===== src/bitmap_frame_allocator_macros.svh =====
// Assertion macros used by the frame allocator top level.
`ifndef BITMAP_FRAME_ALLOCATOR_MACROS_SVH
`define BITMAP_FRAME_ALLOCATOR_MACROS_SVH

`ifndef SYNTHESIS
// Check cons in the same cycle as ante; expects clk and rst_n in scope.
`define BFA_ASSERT_NOW(lbl, ante, cons) \
  lbl: assert property (@(posedge clk) disable iff (!rst_n) (ante) |-> (cons)) \
    else $error("frame allocator check failed");
// Check cons in the cycle after ante.
`define BFA_ASSERT_NEXT(lbl, ante, cons) \
  lbl: assert property (@(posedge clk) disable iff (!rst_n) (ante) |=> (cons)) \
    else $error("frame allocator check failed");
`else
`define BFA_ASSERT_NOW(lbl, ante, cons)
`define BFA_ASSERT_NEXT(lbl, ante, cons)
`endif

`endif


===== src/bfa_pkg.sv =====
// Shared types and constants of the bitmap frame allocator.
package bfa_pkg;

  localparam int WORD_BITS = 64;
  localparam int CNT_W     = 16;
  localparam int FADDR_W   = 27;
  localparam int TOTAL_RST = 32768;

  typedef logic [1:0] req_t;
  localparam req_t REQ_ALLOC       = 2'd0;
  localparam req_t REQ_FREE        = 2'd1;
  localparam req_t REQ_RESERVE     = 2'd2;
  localparam req_t REQ_FREE_REGION = 2'd3;

  typedef enum logic [2:0] {
    ST_CLEAR,
    ST_IDLE,
    ST_DECODE,
    ST_RANGE,
    ST_WALK,
    ST_FINISH
  } state_t;

  typedef enum logic [1:0] {
    WOP_SCAN,
    WOP_SET,
    WOP_CLEAR
  } wop_mode_t;

  // Control for one bitmap word: bit range lo..hi (scan treats bits above hi as used)
  typedef struct packed {
    wop_mode_t  mode;
    logic [5:0] lo;
    logic [5:0] hi;
  } wop_ctl_t;

  typedef struct packed {
    logic       found;
    logic [5:0] pos;
  } wop_res_t;

endpackage


===== src/bfa_word_op.sv =====
// Modify one bitmap word: set or clear a bit range, or find and set the lowest free bit.
module bfa_word_op (
  input  bfa_pkg::wop_ctl_t ctl,
  input  logic [63:0]       data_in,
  output logic [63:0]       data_out,
  output bfa_pkg::wop_res_t res
);

  logic [63:0] range_m;
  logic [63:0] busy;

  // Build range mask; bits above hi count as used for the scan
  always_comb begin
    for (int b = 0; b < 64; b++) begin
      range_m[b] = (6'(b) >= ctl.lo) && (6'(b) <= ctl.hi);
      busy[b]    = data_in[b] | (6'(b) > ctl.hi);
    end
  end

  // Find lowest free bit and produce the new word
  always_comb begin
    res.found = 1'b0;
    res.pos   = '0;
    for (int b = 63; b >= 0; b--) begin
      if (!busy[b]) begin
        res.found = 1'b1;
        res.pos   = 6'(b);
      end
    end
    case (ctl.mode)
      bfa_pkg::WOP_SCAN:  data_out = data_in | (res.found ? (64'd1 << res.pos) : 64'd0);
      bfa_pkg::WOP_SET:   data_out = data_in | range_m;
      bfa_pkg::WOP_CLEAR: data_out = data_in & ~range_m;
      default:            data_out = data_in;
    endcase
  end

endmodule


===== config.mk =====
export PLATFORM = sky130hd
export DESIGN_NAME = bfa_word_op
export DESIGN_NICKNAME = d
export VERILOG_FILES = /design/src/bitmap_frame_allocator_macros.svh /design/src/bfa_pkg.sv /design/src/bfa_word_op.sv
export SDC_FILE = /design/constraint.sdc
export NUM_CORES = 1
export LEC_CHECK = 0
export BUFFER_PORTS_ARGS = -buffer_cell sky130_fd_sc_hd__buf_2
export CORE_MARGIN = 1
export CORE_UTILIZATION = 45
export DETAILED_ROUTE_END_ITERATION = 7
export GPL_ROUTABILITY_DRIVEN = 0
export PLACE_DENSITY = 0.75
export REMOVE_ABC_BUFFERS = 1
export SLEW_MARGIN = 5
export SYNTH_ARGS = -nofsm -noshare
export SYNTH_HDL_FRONTEND = slang
export SYNTH_SLANG_ARGS = --single-unit

===== constraint.sdc =====
create_clock -name vclk -period 3
set_input_delay 0.15 -clock vclk [all_inputs]
set_output_delay 0.15 -clock vclk [all_outputs]
set_load 0.05 [all_outputs]

==> flow_summary.toml, run 1 <==
[outcome]
status = "aborted with a tool error"
stop_stage = "global routing (5_1_grt)"
firstError = "[ERROR GRT-0116] Global routing finished with congestion. Check the congestion regions in the DRC Viewer."

[floorplanning]
pin_count = 149
chipWidth_um = 108.0
die_h_um = 108.0
std_cell_rows = 38
initial_core_util_pct = 46.41

[global_routing]
grt_pass1_vias = 10215
grt_pass1_wl_mm = 59.20
grt-ovfl-total = 6
track_usage_pct = 67.53
grt_max_degree = 34

[placement]
dpl.cell_count = 1220
placed_area_mm2 = 0.007143
pre_cts_ws_ns = -0.3938
place.port_buffers = 149
dpl.hpwl_mm = 21.31

[synth]
synth-seq-area-share_pct = 0
avgSynthCellArea_um2 = 6.239
yosysWarnings = 0
netlist_instances = 810
syn_area_mm2 = 0.005054
synthDistinctLibCells = 89

[cts]
hold_buffers = 0
## logic make-up after synthesis
family,synth area share [%]
compound gates,56.60
buf+inv,10.00
simple gates,33.40
## metal layers
metal	overflow	track usage, %
met5	0	27.23
met4	3	58.51
met3	0	51.84
met2	3	81.89
met1	0	72.10
## through the flow
| stage | hold WS (ns) | setup TNS, ns |
|---|---|---|
| after global placement | 0.7697 | -14.83 |
| after detailed placement | 0.7760 | -17.03 |
| after floorplan | 0.5551 | -46.84 |
| after CTS | 0.6890 | -0.8773 |
## timing repair
item | CTS
endpoints found under the setup margin | 63
gates resized for setup | 218
pin swaps | 42
cloned | 6
setup buffers | 23
## synth_stat cells, types with 5 or more instances
cell type,number,share of area (%)
o21ai_1,15,1.5
o21a_1,16,2.4
o21ai_2,7,1.2
nor3_1,22,2.2
nor2b_1,10,1.2
o41a_1,7,1.6
nor3b_1,5,0.74
or3_1,7,0.87
o32ai_1,6,1.0
a21o_1,9,1.3
and2_1,26,3.2
o31ai_1,24,3.6
nand4_1,8,0.99
inv_1,17,1.3
o221ai_1,5,0.87
or2_2,6,0.74
a211oi_1,28,4.2
clkbuf_1,39,2.9
nand3_1,20,2.0
nand3b_1,5,0.74
a221oi_1,7,1.2
o21bai_1,11,1.6
buf_6,12,2.7
a21oi_1,90,8.9
a21boi_0,17,2.5
o2bb2ai_1,9,1.6
nand2_1,59,4.4
nand2b_1,19,2.4
buf_2,16,1.6
o21ai_0,43,4.3
nor2_1,55,4.1
nor4_1,13,1.6
o22ai_1,45,5.6
buf_4,5,0.74
a31oi_1,16,2.0
o211ai_1,9,1.3
o31a_1,6,1.0
and3_1,13,1.6
==> run 2: changes to the inputs <==
- CORE_UTILIZATION: 45 -> 30
- PLACE_DENSITY: 0.75 -> default
- PLACE_DENSITY_LB_ADDON: default -> 0.15
==> run 2 against run 1 <==
Net effect:
- the flow now finishes, with violations (setup timing)
- synthesized cell count is the same
- synthesized area is the same
==> flow_summary.toml, run 2 <==
[outcome]
status = "complete, but fails checks"
violations = "setup timing"

[floorplanning]
chipWidth_um = 131.8
die_area_mm2 = 0.01737
pin_count = 149
initial_core_util_pct = 30.58
coreArea_mm2 = 0.01652
die_h_um = 131.8
std_cell_rows = 47

[global_routing]
grt-ovfl-total = 0
grt_pass1_vias = 8190
antenna_found_initial = 0
grt_pass1_wl_mm = 48.96
track_usage_pct = 36.25
grt_max_degree = 63

[timing]
holdWs_ns = 0.6866
final-setup-viol-count = 63
fin_crit_ns = 3.284
fin_crit_sh_pct = 109.5
rsz0062_at_grt = "yes"
slew_violations = 0
max_slew_margin_pct = 55.96
hold_violations = 0
fmax_mhz = 304.5
timing_worst_slew_pin_value_ns = 0.6439
worst_slack_ns = -0.2844

[routing]
drc = 0
ant_nets = 0
vias = 9009
via_per_inst = 6.519
drtIter0Drc = 1143
drt-pass1-iter-count = 7
routed_wl_mm = 33.57
wire_per_inst_um = 24.29

[synth]
syn_area_mm2 = 0.005054
synthTopCellsByArea = "a21oi_1 8.9%, o22ai_1 5.6%, nand2_1 4.4%"
synth_top_area_share_pct = 8.913
yosys-top-cells-count = "90 x a21oi_1, 59 x nand2_1, 55 x nor2_1"
synth-seq-area-share_pct = 0
synth_top_area_cell = "a21oi_1"
netlist_instances = 810
yosysWarnings = 0
avgSynthCellArea_um2 = 6.239
yosys.cell_count.top_type = "a21oi_1"
synthDistinctLibCells = 89

[final_layout]
nFlopsAndLatches = 0
nClkBuffers = 0
fin_nets = 1242
finalInstanceArea_mm2 = 0.009857
syn_to_final_growth_pct = 95.05
layoutNonFillerInstCount = 1382
final_common_cell = "buf_4"
drive_gt1_share_pct = 52.58
seq_area_um2 = 0
antennaDiodeCount = 0
fin_util_pct = 59.65
mostFrequentLayoutCells = "228 x buf_4, 89 x buf_6, 79 x a21oi_1, 79 x buf_2, 51 x nand2_1"

[pwr]
pwr-share-seq_pct = 0
power.density_mw_per_mm2 = 190.5
switchingPower_mw = 1.102
combPwrFrac_pct = 100.0
power_leakage_nw = 3.970
p_clk_share_pct = 0
fin_total_pwr_mw = 1.878
irDropWorstVdd_mv = 0.09959
switching_share_pct = 58.66
p_int_mw = 0.7765

[placement]
dpl.cell_count = 1311
placed_area_mm2 = 0.007363
dpl.hpwl_mm = 24.35
place.port_buffers = 149

[setup_path]
cp_data_required_time_ns = 2.85
critPathMaxStageDelay_ns = 0.34
crit_type = "in2out"
worst_ep_arrival_time_ns = 3.13
worstPathCellList = "buf_12 > buf_12 > buf_6 > a311o_1 > a2bb2o_4 > a22oi_2 > buf_4 > nand4_1 > nor2_1 > a221o_1 > buf_4 > nor3b_4 > buf_4 > buf_6 > nand2b_4 > o21ai_2 > buf_6"
critPathMaxFanout = 5
endpoint_kind = "output port"
start_kind = "input port"
crit_slowest_cell = "a311o_1"

[flow_run]
max_cap_violations = 0

[worst_hold_path]
min_path_type = "in2out"
-- run 2: path summary, 6_finish.rpt --
| check | start | end | slack, ns | cells after the start |
|---|---|---|---|---|
| hold / removal | data_in[34] | data_out[34] | 0.69 | 4 |
| setup / recovery | ctl[2] | data_out[56] | -0.28 | 17 |
-- run 2: repair_timing --
action                                 CTS  global route
hold buffers                             0             0
resized for setup                      314           114
setup endpoints to repair               64            64
pin swaps                               52            52
gates cloned                             5             1
setup buffers                           39            30
endpoints found under the hold margin    0             0
-- run 2: metrics by stage --
step	TNS, ns	setup slack, ns
after floorplan	-46.84	-1.458
after global placement	-25.78	-0.5516
after detailed placement	-26.45	-0.6258
after CTS	-2.998	-0.1414
after global routing	-13.34	-0.3107
final	-10.82	-0.2844
-- run 2: per-layer routing --
metal	track usage (%)	share of wire [%]	vias up
met1	45.72	37	4201
li1	-	-	3918
met4	19.25	7.1	0
met3	8.381	12	176
met2	57.20	43	714
met5	0	0	-
-- run 2: kinds of logic (layout without fill, tap and decap cells) --
group | after synthesis | after routing | share of synthesized area [%]
and+or+nand+nor | 297 | 297 | 33.40
AOI/OAI and AO/OA | 416 | 416 | 56.60
buffers and inverters | 97 | 449 | 10.00
-- run 2: power by group through the flow --
stage | logic (mW) | registers (mW) | clock network (mW)
finish | 1.88 | 0 | 0
global placement | 1.39 | 0 | 0
CTS | 1.71 | 0 | 0
detailed placement | 1.39 | 0 | 0
floorplan | 0.711 | 0 | 0
global route | 1.94 | 0 | 0
-- run 2: final cells by class --
| class | count | area, µm² |
|---|---|---|
| Fill cell | 1479 | 6668 |
| Tap cell | 220 | 275.3 |
| Timing Repair Buffer | 429 | 3782 |
| Multi-Input combinational cell | 713 | 5718 |
| Inverter | 20 | 81.33 |
-- run 2: worst max-delay path: cells and delay by family --
family	cells	cell delay, ns
AOI/OAI and AO/OA	5	1.12
buffers and inverters	8	1.09
and+or+nand+nor	4	0.76
Note: power is estimated with default switching activity, not from simulation.
